## src/rtl/hsbl_pkg.sv

```systemverilog
`timescale 1ns / 1ps
`default_nettype none

package hsbl_pkg;

  localparam int unsigned TimerW = 16;
  localparam int unsigned ByteW  = 8;
  localparam int unsigned CntW   = 4;
  localparam int unsigned RetryW = 3;
  localparam int unsigned StatW  = 4;
  localparam int unsigned CfgIdxW = 3;

  localparam logic [CntW-1:0] BitsPerByte = CntW'(8);
  localparam logic [TimerW-1:0] TimerMax = {TimerW{1'b1}};

  // register indexes on the configuration port
  localparam logic [CfgIdxW-1:0] CFG_CONFIRM_TICKS    = 3'd0;
  localparam logic [CfgIdxW-1:0] CFG_PREPARE_TIMEOUT  = 3'd1;
  localparam logic [CfgIdxW-1:0] CFG_TRANSFER_TIMEOUT = 3'd2;
  localparam logic [CfgIdxW-1:0] CFG_RETRY_LIMIT      = 3'd3;
  localparam logic [CfgIdxW-1:0] CFG_RELEASE_TICKS    = 3'd4;

  // reset values of the registers
  localparam logic [TimerW-1:0] RST_CONFIRM_TICKS    = 16'd200;
  localparam logic [TimerW-1:0] RST_PREPARE_TIMEOUT  = 16'd2000;
  localparam logic [TimerW-1:0] RST_TRANSFER_TIMEOUT = 16'd10000;
  localparam logic [RetryW-1:0] RST_RETRY_LIMIT      = 3'd5;
  localparam logic [TimerW-1:0] RST_RELEASE_TICKS    = 16'd100;

  // status codes
  localparam logic [StatW-1:0] ST_NONE         = 4'd0;
  localparam logic [StatW-1:0] ST_RX_BYTE      = 4'd1;
  localparam logic [StatW-1:0] ST_CONFIRM_FAIL = 4'd2;
  localparam logic [StatW-1:0] ST_RX_PREP_TO   = 4'd3;
  localparam logic [StatW-1:0] ST_RX_TO        = 4'd4;
  localparam logic [StatW-1:0] ST_TX_GAVE_UP   = 4'd5;
  localparam logic [StatW-1:0] ST_TX_TO        = 4'd6;
  localparam logic [StatW-1:0] ST_REJECTED     = 4'd7;
  localparam logic [StatW-1:0] ST_SENT         = 4'd8;

  typedef struct packed {
    logic [TimerW-1:0] confirm_ticks;
    logic [TimerW-1:0] prepare_timeout;
    logic [TimerW-1:0] transfer_timeout;
    logic [RetryW-1:0] retry_limit;
    logic [TimerW-1:0] release_ticks;
  } cfg_t;

  typedef struct packed {
    logic              select_line;
    logic              clock_line;
    logic              send_request;
    logic [ByteW-1:0]  tx_byte;
  } tick_t;

  typedef struct packed {
    logic              write_line;
    logic              busy_led;
    logic [ByteW-1:0]  rx_byte;
    logic [StatW-1:0]  status;
  } res_t;

endpackage

`default_nettype wire

```

## src/rtl/hsbl_core.sv

```systemverilog
`timescale 1ns / 1ps
`default_nettype none

module hsbl_core (
  input  wire logic          clk,
  input  wire logic          rst_n,
  input  wire logic          step,
  input  wire hsbl_pkg::tick_t tick,
  input  wire hsbl_pkg::cfg_t  cfg,
  output hsbl_pkg::res_t       res
);
  import hsbl_pkg::*;

  typedef enum logic [2:0] {
    PH_IDLE    = 3'd0,
    PH_CONFIRM = 3'd1,
    PH_RPREP   = 3'd2,
    PH_RRCV    = 3'd3,
    PH_SPREP   = 3'd4,
    PH_SENDING = 3'd5,
    PH_SENT    = 3'd6,
    PH_RELEASE = 3'd7
  } phase_t;

  phase_t            phase_r, phase_nxt;
  logic [TimerW-1:0] timer_r, timer_nxt, timer_grown;
  logic [ByteW-1:0]  shift_r, shift_nxt;
  logic [CntW-1:0]   bits_r, bits_nxt, bits_inc, bits_dec;
  logic [RetryW-1:0] retries_r, retries_nxt;
  logic              last_clk_r;
  logic              drive_r, drive_nxt;
  logic              rising, falling;
  logic [StatW-1:0]  status;
  logic [ByteW-1:0]  rxb;

  assign rising  = tick.clock_line & ~last_clk_r;
  assign falling = ~tick.clock_line & last_clk_r;
  assign timer_grown = (phase_r != PH_IDLE && timer_r != TimerMax) ?
                       timer_r + TimerW'(1) : timer_r;
  assign bits_inc = bits_r + CntW'(1);
  assign bits_dec = bits_r - CntW'(1);

  always_comb begin
    phase_nxt   = phase_r;
    timer_nxt   = timer_grown;
    shift_nxt   = shift_r;
    bits_nxt    = bits_r;
    retries_nxt = retries_r;
    drive_nxt   = drive_r;
    status      = ST_NONE;
    rxb         = '0;
    if (phase_r == PH_IDLE) begin
      if (!tick.select_line) begin
        // peer pulled select low: hold our line low and confirm
        phase_nxt = PH_CONFIRM;
        drive_nxt = 1'b0;
        timer_nxt = '0;
        if (tick.send_request) status = ST_REJECTED;
      end else if (tick.send_request) begin
        retries_nxt = '0;
        shift_nxt   = tick.tx_byte;
        bits_nxt    = BitsPerByte;
        phase_nxt   = PH_SPREP;
        drive_nxt   = 1'b0;
        timer_nxt   = '0;
      end
    end else begin
      if (tick.send_request) status = ST_REJECTED;
      unique case (phase_r)
        PH_CONFIRM: begin
          if (timer_grown >= cfg.confirm_ticks) begin
            if (!tick.select_line) begin
              phase_nxt = PH_RPREP;
              shift_nxt = '0;
              bits_nxt  = '0;
              timer_nxt = '0;
            end else begin
              phase_nxt = PH_IDLE;
              drive_nxt = 1'b1;
              status    = ST_CONFIRM_FAIL;
            end
          end
        end
        PH_RPREP: begin
          if (rising) begin
            // acknowledge; the receive timer keeps running
            drive_nxt = 1'b1;
            phase_nxt = PH_RRCV;
          end else if (timer_grown >= cfg.prepare_timeout) begin
            phase_nxt = PH_IDLE;
            drive_nxt = 1'b1;
            status    = ST_RX_PREP_TO;
          end
        end
        PH_RRCV: begin
          if (rising) begin
            shift_nxt = {shift_r[ByteW-2:0], tick.select_line};
            bits_nxt  = bits_inc;
            if (bits_inc >= BitsPerByte) begin
              phase_nxt = PH_IDLE;
              drive_nxt = 1'b1;
              status    = ST_RX_BYTE;
              rxb       = {shift_r[ByteW-2:0], tick.select_line};
            end
          end else if (timer_grown >= cfg.transfer_timeout) begin
            phase_nxt = PH_IDLE;
            drive_nxt = 1'b1;
            status    = ST_RX_TO;
          end
        end
        PH_SPREP: begin
          if (falling && !tick.select_line && timer_grown >= cfg.confirm_ticks) begin
            phase_nxt = PH_SENDING;
            timer_nxt = '0;
          end else if (timer_grown >= cfg.prepare_timeout) begin
            if (retries_r < cfg.retry_limit) begin
              // retry the prepare; the line stays low
              retries_nxt = retries_r + RetryW'(1);
              drive_nxt   = 1'b0;
              timer_nxt   = '0;
            end else begin
              phase_nxt = PH_IDLE;
              drive_nxt = 1'b1;
              status    = ST_TX_GAVE_UP;
            end
          end
        end
        PH_SENDING: begin
          if (falling && tick.select_line) begin
            drive_nxt = shift_r[bits_dec[2:0]];
            bits_nxt  = bits_dec;
            if (bits_dec == '0 || bits_dec > BitsPerByte) begin
              bits_nxt  = '0;
              phase_nxt = PH_SENT;
            end
          end else if (timer_grown >= cfg.transfer_timeout) begin
            phase_nxt = PH_IDLE;
            drive_nxt = 1'b1;
            status    = ST_TX_TO;
          end
        end
        PH_SENT: begin
          if (tick.clock_line) begin
            phase_nxt = PH_RELEASE;
            timer_nxt = '0;
          end
        end
        PH_RELEASE: begin
          if (timer_grown >= cfg.release_ticks) begin
            phase_nxt = PH_IDLE;
            drive_nxt = 1'b1;
            status    = ST_SENT;
          end
        end
        default: begin
          phase_nxt = PH_IDLE;
        end
      endcase
    end
  end

  assign res.write_line = drive_nxt;
  assign res.busy_led   = (phase_nxt != PH_IDLE) && (phase_nxt != PH_CONFIRM);
  assign res.rx_byte    = rxb;
  assign res.status     = status;

  always_ff @(posedge clk) begin
    if (!rst_n) begin
      phase_r    <= PH_IDLE;
      timer_r    <= '0;
      shift_r    <= '0;
      bits_r     <= '0;
      retries_r  <= '0;
      last_clk_r <= 1'b0;
      drive_r    <= 1'b1;
    end else if (step) begin
      phase_r    <= phase_nxt;
      timer_r    <= timer_nxt;
      shift_r    <= shift_nxt;
      bits_r     <= bits_nxt;
      retries_r  <= retries_nxt;
      last_clk_r <= tick.clock_line;
      drive_r    <= drive_nxt;
    end
  end

endmodule

`default_nettype wire

```

## src/rtl/handshake_serial_byte_link.sv

```systemverilog
// Half-duplex three-wire byte link engine, one beat per microsecond tick.
// Input channel (in_*): each beat carries the sampled peer select/data and
// clock lines plus an optional send request with its byte. The beat is
// taken when in_valid is high and in_stall is low.
// Result channel (out_*): exactly one beat per input beat, carrying the
// level to drive on our line, the busy flag, a received byte and a status
// code. It is taken when out_valid is high and out_stall is low.
// The result is registered and appears in the cycle after its input beat is taken.
// Throughput: one beat per cycle unless stalled; the whole tick (edge detect, timers,
// phase update) is one pass of logic into the result register.
// Stall: while a result is held in the result register and out_stall is
// high, in_stall goes high and the link state holds; a free or draining
// result register lets the next input beat in the same cycle.
// Reset (rst_n low, synchronous): link idle, line released high, timers
// and counters cleared, registers back to their defaults (confirm 200,
// prepare timeout 2000, transfer timeout 10000, retries 5, release 100).
// Configuration: write cfg_data to register cfg_index while cfg_we is
// high; only write while the link is idle.
`timescale 1ns / 1ps
`default_nettype none

module handshake_serial_byte_link (
  input  wire logic                         clk,
  input  wire logic                         rst_n,
  input  wire logic                         in_valid,
  output      logic                         in_stall,
  input  wire logic                         in_select_line,
  input  wire logic                         in_clock_line,
  input  wire logic                         in_send_request,
  input  wire logic [hsbl_pkg::ByteW-1:0]   in_tx_byte,
  output      logic                         out_valid,
  input  wire logic                         out_stall,
  output      logic                         out_write_line,
  output      logic                         out_busy_led,
  output      logic [hsbl_pkg::ByteW-1:0]   out_rx_byte,
  output      logic [hsbl_pkg::StatW-1:0]   out_status,
  input  wire logic                         cfg_we,
  input  wire logic [hsbl_pkg::CfgIdxW-1:0] cfg_index,
  input  wire logic [hsbl_pkg::TimerW-1:0]  cfg_data
);
  import hsbl_pkg::*;

  cfg_t  cfg_r;
  tick_t tick;
  res_t  res;
  res_t  res_r;
  logic  out_valid_r;
  logic  take;

  // hold the input while a finished result waits on a stalled receiver
  assign in_stall = out_valid_r & out_stall;
  assign take     = in_valid & ~in_stall;

  assign tick.select_line  = in_select_line;
  assign tick.clock_line   = in_clock_line;
  assign tick.send_request = in_send_request;
  assign tick.tx_byte      = in_tx_byte;

  // configuration registers; unknown indexes drop the write
  always_ff @(posedge clk) begin
    if (!rst_n) begin
      cfg_r.confirm_ticks    <= RST_CONFIRM_TICKS;
      cfg_r.prepare_timeout  <= RST_PREPARE_TIMEOUT;
      cfg_r.transfer_timeout <= RST_TRANSFER_TIMEOUT;
      cfg_r.retry_limit      <= RST_RETRY_LIMIT;
      cfg_r.release_ticks    <= RST_RELEASE_TICKS;
    end else if (cfg_we) begin
      unique case (cfg_index)
        CFG_CONFIRM_TICKS:    cfg_r.confirm_ticks    <= cfg_data;
        CFG_PREPARE_TIMEOUT:  cfg_r.prepare_timeout  <= cfg_data;
        CFG_TRANSFER_TIMEOUT: cfg_r.transfer_timeout <= cfg_data;
        CFG_RETRY_LIMIT:      cfg_r.retry_limit      <= cfg_data[RetryW-1:0];
        CFG_RELEASE_TICKS:    cfg_r.release_ticks    <= cfg_data;
        default: begin
        end
      endcase
    end
  end

  // link state machine: advance one tick per accepted beat
  hsbl_core u_core (
    .clk   (clk),
    .rst_n (rst_n),
    .step  (take),
    .tick  (tick),
    .cfg   (cfg_r),
    .res   (res)
  );

  // result register: load on an accepted beat, drop valid once taken
  always_ff @(posedge clk) begin
    if (!rst_n) begin
      out_valid_r <= 1'b0;
    end else if (take) begin
      out_valid_r <= 1'b1;
    end else if (!out_stall) begin
      out_valid_r <= 1'b0;
    end
  end

  always_ff @(posedge clk) begin
    if (take) begin
      res_r <= res;
    end
  end

  assign out_valid      = out_valid_r;
  assign out_write_line = res_r.write_line;
  assign out_busy_led   = res_r.busy_led;
  assign out_rx_byte    = res_r.rx_byte;
  assign out_status     = res_r.status;

endmodule

`default_nettype wire

```

## config.mk

```make
export PLATFORM = sky130hd
export DESIGN_NAME = handshake_serial_byte_link
export DESIGN_NICKNAME = d
export VERILOG_FILES = /design/src/rtl/hsbl_pkg.sv /design/src/rtl/hsbl_core.sv /design/src/rtl/handshake_serial_byte_link.sv
export SDC_FILE = /design/constraint.sdc
export NUM_CORES = 1
export LEC_CHECK = 0
export BUFFER_PORTS_ARGS = -buffer_cell sky130_fd_sc_hd__buf_4
export CAP_MARGIN = 20
export CORE_ASPECT_RATIO = 0.7
export CORE_MARGIN = 3
export CORE_UTILIZATION = 65
export DETAILED_ROUTE_END_ITERATION = 8
export GPL_TIMING_DRIVEN = 1
export PLACE_DENSITY = 0.85
export SKIP_LAST_GASP = 1
export SYNTH_ARGS = -nofsm -noshare
export SYNTH_HDL_FRONTEND = slang
export SYNTH_SLANG_ARGS = --single-unit
```

## constraint.sdc

```tcl
create_clock -name clk -period 6.7 [get_ports clk]
set_input_delay 1.34 -clock clk [delete_from_list [all_inputs] [get_ports clk]]
set_output_delay 1.34 -clock clk [all_outputs]
set_load 0.005 [all_outputs]
```

# Word level (Yosys, flattened, before mapping)
# Cells that the tools add are included.
# classes
reduce_logical,26
n_mul,0
n_eq_ne,21
muxes,89
magnitude_cmp,8
shifts,0
div_mod_pow,0
add_sub_neg,4
n_bitwise,10
# ops
cell,count
$mux 16,10
$mux 3,30
$mux 4,17
$ge 16x16->1,4
$mux 8,6
$pmux 16 s3,1
$pmux 4 s6,1
$pmux 3 s7,1
$mux 1,18
$add 16x1->16 const B,1
$ne 16x16->1 const B,1
$pmux 8 s2,1
$eq 3x3->1 const B,5
$reduce_and 7->1,2
$eq 3x2->1 const B,4
$ne 3x1->1 const B,4
$pmux 4 s3,1
$reduce_and 2->1,5
$reduce_bool 3->1,3
$reduce_and 8->1,1
$eq 3x1->1 const B,2
$logic_not 3->1,2
$not 1->1,6
$pmux 1 s6,1
20 further kinds,31
# word_totals
elab_cells,175
ram_bits,0
romBits,0
latchBits,0
regBits,118
memories,0
output_inout_bits,16

# Logic depth before layout (Yosys ltp)
# depth
word_depth,10
ltp_mapped,17

# By module
# From an unflattened synthesis, not the netlist that was laid out.
# unflattened
hier_cells,860
area_unflattened_um2,7490.9
# by_module_without_submodules
module,seq_area_each_um2,cells_each,instances,area_per_inst_um2
hsbl_core,720.7,590,1,4423.0
handshake_serial_byte_link,1781.7,270,1,3067.9

# Least setup slack after synthesis
# No wires, ideal clock.
# synth_path
kind,register -> register
start,reg u_core.timer_r[9]
end,reg u_core.shift_r[6]
n_path_buf,1
required_ns,6.568
arrival_ns,3.843
stages_incl_launch_ff,18
setup_time_ns,0.132
setup_slack_ns,2.725
cell_sequence,dfxtp_1 and4_1 and3_1 nand4_1 o31ai_2 or2_2 nor2_1 xor2_1 ha_1 nand4_1 nor3_2 or4b_4 a31oi_4 o21ai_1 a211o_1 buf_6 a221oi_2 nor3_2
# synth_between
elab_chain_len,6
word_cells_on_any_way,7
# synth_rtl
element,line,rtl
start: declaration,hsbl_core.sv:26,"logic [TimerW-1:0] timer_r, timer_nxt, timer_grown;"
start signal: assignment,hsbl_core.sv:178,timer_r <= timer_nxt;
branches (longest 2 deep; another with $add 16x1->16),-,
$mux 16 *,hsbl_core.sv:38,assign timer_grown = (phase_r != PH_IDLE && timer_r != TimerMax) ?
$ge 16x16->1 *,hsbl_core.sv:71,if (timer_grown >= cfg.confirm_ticks) begin
$ne 3x1->1 (no source line) *,-,
$reduce_and 7->1 (no source line) *,-,
end signal: assignment,hsbl_core.sv:179,shift_r <= shift_nxt;
end: declaration,hsbl_core.sv:27,"logic [ByteW-1:0] shift_r, shift_nxt;"
# Mark *: on every way between the ends.
# A chain may end at the register's enable or synchronous reset.

# Final worst setup path
# layout_path
start,reg u_core.phase_r[1]
end,reg u_core.timer_r[12]
# layout_between
elab_chain_len,8
word_cells_on_any_way,20
# layout_rtl
element,line,rtl
start: declaration,hsbl_core.sv:25,"phase_t phase_r, phase_nxt;"
start signal: assignment,hsbl_core.sv:177,phase_r <= phase_nxt;
$reduce_bool 3->1,hsbl_core.sv:38,
$logic_and 1x1->1,hsbl_core.sv:38,
$mux 16,hsbl_core.sv:38,
$ge 16x16->1 (tied with other cells),hsbl_core.sv:115,end else if (timer_grown >= cfg.prepare_timeout) begin
$mux 16 / $logic_and 1x1->1 (equally long branches),"hsbl_core.sv:115, hsbl_core.sv:112",
$mux 16,hsbl_core.sv:112,if (falling && !tick.select_line && timer_grown >= cfg.confirm_ticks) begin
$pmux 16 s3,hsbl_core.sv:69,unique case (phase_r)
$mux 16 *,hsbl_core.sv:52,if (phase_r == PH_IDLE) begin
# Mark *: on every way between the ends. The rest lies on a longest branch, timed or not.

==> run_results.csv <==
group,metric,value,unit
status,status,"finished clean",
logic_synthesis,synth_top_flop_cell,"dfxtp_1",
clock_tree,postCtsSetupBuffers,0,
run,drv_cap,0,
clock_tree,htree_levels,4,
min_path,hold_path_end,"cfg_r[50]",
setup_path,cp-end-kind,"flip-flop",
placed_design,place_inst,1042,
setup_path,critPathLaunchType,"flip-flop",
grt,grt_max_degree,69,
placed_design,dpl_cell_area,7600,um2
setup_path,cpLargestDelayFamily,"compound AO/OA/AOI/OAI gates",
placed_design,detailed_place_hpwl,15200,um
clock_tree,cts_sinks,118,
logic_synthesis,synth_edf_count,14,
clock_tree,cts_hold_buf,0,
floorplan,rows,31,
detailed_routing,remaining_drc_errors,0,
detailed_routing,postRouteAntennaNets,0,
logic_synthesis,synth_nets,985,
grt,grtUsageMet2,0.536,
power_and_ir_drop,power,1.89,mW
timing,fin_crit,5.74,ns
detailed_routing,finalWirelength,21300,um
power_and_ir_drop,ir_drop,0.188,mV
logic_synthesis,netlist_area,7160,um2
detailed_routing,drtPass1Iterations,8,
grt,use_met1,0.473,
detailed_routing,wire_per_inst,19.8,um
grt,grt_pass1_wl,34100,um
power_and_ir_drop,power.density,231,nW/um2
min_path,hold_class,"reg2reg",
final_layout,post-route-util,0.772,
min_path,hold_depth,2,
grt,grt_usage,0.349,
grt,grt_antenna_before_repair,0,
clock_tree,clock_path_buffers,2,
timing,worst_pin_slew,1.06,ns
timing,setup_viol_count_final,0,
detailed_routing,vias,6912,
grt,use_met3,0.114,
final_layout,layout.nets,1019,
setup_path,worstReg2RegEnd,"u_core.timer_r[12]",
logic_synthesis,synth.avg_cell_area,8.14,um2
setup_path,critical_path_class,"reg2reg",
setup_path,rr_worst_depth,15,
clock_tree,tritoncts,"yes",
placed_design,place_congestion,1.01,
floorplan,ios,51,
setup_path,critical-path-slowest-cell,"a21oi_1",
final_layout,area_growth,13.8,%
clock_tree,clkTransAtPathRegs,0.06,ns
setup_path,timing.rr.start,"u_core.phase_r[1]",
logic_synthesis,ys_types,68,
setup_path,crit_chain,"clkinv_1, nand3_1, o31a_1, and3_1, nand2_1, xnor2_1, ha_1, a211oi_1, o21ai_0, a211oi_1, o21bai_1, a211o_1, a21oi_1, a21oi_1, mux2i_1",
timing,fin_ws,0.961,ns
logic_synthesis,yosysTopAreaCell,"dfxtp_1",
floorplan,initial_utilization,0.678,
timing,fin_setup_tns,0,ns
timing,hold_viol,0,
floorplan,coreArea,10600,um2
setup_path,critPathRequiredTime,7.05,ns
timing,drv_slew,0,
timing,fmax,174,MHz
setup_path,crit_fanout,18,
detailed_routing,routed_via_density,6.44,
final_layout,diodes,0,
timing,rsz0062_at_grt,"false",
min_path,min_from,"cfg_r[50]",
final_layout,final_cells,1073,
placed_design,post-place-ws,1.17,ns
floorplan,dieHeight,93.8,um
clock_tree,cts_resized,0,
setup_path,critPathArrivalTime,6.09,ns
setup_path,max_stage_delay,0.84,ns
floorplan,die_width,131,um
logic_synthesis,syn_inst,879,
timing,hold_slack,0.456,ns
placed_design,portBuffers,50,
power_and_ir_drop,power.leakage,3.42,nW
logic_synthesis,yosysTopAreaCellShare,0.291,
grt,overflow,0,
detailed_routing,drtIter0Drc,863,
logic_synthesis,async_reset_ff_frac,0,
timing,finClkSkew,0.0157,ns
timing,post-route-period-util,0.856,
clock_tree,numCtsBuffers,17,
setup_path,reg2reg_setup_slack,0.96,ns
logic_synthesis,yosys_warnings,0,
grt,top_usage_layer,"met2",
logic_synthesis,synthTopCellsByArea,"dfxtp_1, ha_1, nand2_1",
clock_tree,clock-root-buffer,"clkbuf_16",
final_layout,post-route-cell-area,8150,um2
floorplan,dieArea,12300,um2
clock_tree,insertion_delay,0.43,ns
grt,grt_pass1_vias,6475,
final_layout,drive_gt1_frac,0.128,
logic_synthesis,ys_ff_latch,118,
logic_synthesis,synth-seq-area-share,0.350,
setup_path,path_buf_inv,1,
timing,slew_headroom,0.296,
worst min-delay path, stage by stage (launching register included):
cell	delay, ns
dfxtp_1	0.31
nand2_1	0.05
a21oi_1	0.05
cells in the final DEF (no fill, tap or decap), types with 4 or more instances in the layout:
cell type	instances
a211oi_1	10
a21o_1	12
a21oi_1	82
a221oi_2	8
a22o_1	6
a31oi_1	7
and3_1	15
buf_4	56
clkbuf_16	17
clkinv_2	4
dfxtp_1	104
edfxtp_1	14
ha_1	71
inv_1	78
mux2i_1	5
nand2_1	166
nand2b_1	7
nand3_1	27
nand4_1	12
nor2_1	31
nor2b_1	8
nor3_1	17
nor3_2	4
o211ai_1	24
o21a_1	7
o21ai_0	26
or2_2	4
or3_1	10
xnor2_1	12
xor2_1	6
how the worst max path moves through the flow:
stage | start | cells past startpoint | to
2_1_floorplan | u_core.timer_r[9] | 17 | u_core.shift_r[6]
6_report | u_core.phase_r[1] | 15 | u_core.timer_r[12]
4_1_cts | u_core.phase_r[1] | 15 | u_core.timer_r[12]
3_3_place_gp | u_core.phase_r[1] | 15 | out_busy_led
3_5_place_dp | u_core.phase_r[1] | 15 | u_core.timer_r[12]
5_1_grt | u_core.phase_r[1] | 15 | u_core.timer_r[6]
final cells by class:
type | instances | area [um2]
clock buffers | 22 | 464
repair buffers | 56 | 420
clock inverters | 9 | 80.1
multi-input cells | 639 | 4190
well taps | 148 | 185
flip-flops and latches | 118 | 2500
inverters | 81 | 304
fillers | 772 | 2400
state kept, by name, summed over array words and instances (netlist names):
name               cells
out_write_line         1
u_core.bits_r          4
out_rx_byte            8
u_core.phase_r         3
u_core.timer_r        16
out_status             4
u_core.shift_r         8
cfg_r                 67
out_busy_led           1
u_core.retries_r       3
u_core.last_clk_r      1
u_core.drive_r         1
out_valid              1
cells in the mapped netlist, types with 6 or more instances:
master	count
or3_1	10
a21o_1	12
a31oi_1	7
clkbuf_1	28
a211oi_1	10
o21ai_0	26
edfxtp_1	14
a22o_1	6
a21oi_1	82
nand4_1	12
and3_1	15
dfxtp_1	104
a221oi_2	8
nand2_1	166
buf_1	9
ha_1	71
inv_1	79
nor3_1	18
nor2b_1	8
o211ai_1	24
xor2_1	6
nand3_1	27
o21a_1	7
nand2b_1	7
xnor2_1	12
nor2_1	31
cell families (layout without fill, tap and decap cells):
kind of cell | Yosys count | after routing | share of synthesized area
AOI/OAI and AO/OA | 225 | 225 | 0.217
xor gates and xnor gates | 18 | 18 | 0.0220
adders and majority gates | 71 | 71 | 0.124
buffers and inverters | 122 | 168 | 0.0656
DFF | 118 | 118 | 0.350
muxes | 7 | 7 | 0.0133
and+or+nand+nor | 318 | 318 | 0.209
layer usage:
layer | wire length (um) | share of wire
met2 | 9290 | 0.44
met5 | 0 | 0
met4 | 334 | 0.016
met3 | 2540 | 0.12
met1 | 9110 | 0.43
where the power goes:
group | switching, mW | internal (mW) | total, mW
Sequential | 0.0292 | 0.746 | 0.775
Clock | 0.327 | 0.524 | 0.851
Combinational | 0.156 | 0.102 | 0.259
Total | 0.513 | 1.37 | 1.89
(Power assumes the default switching activity.)
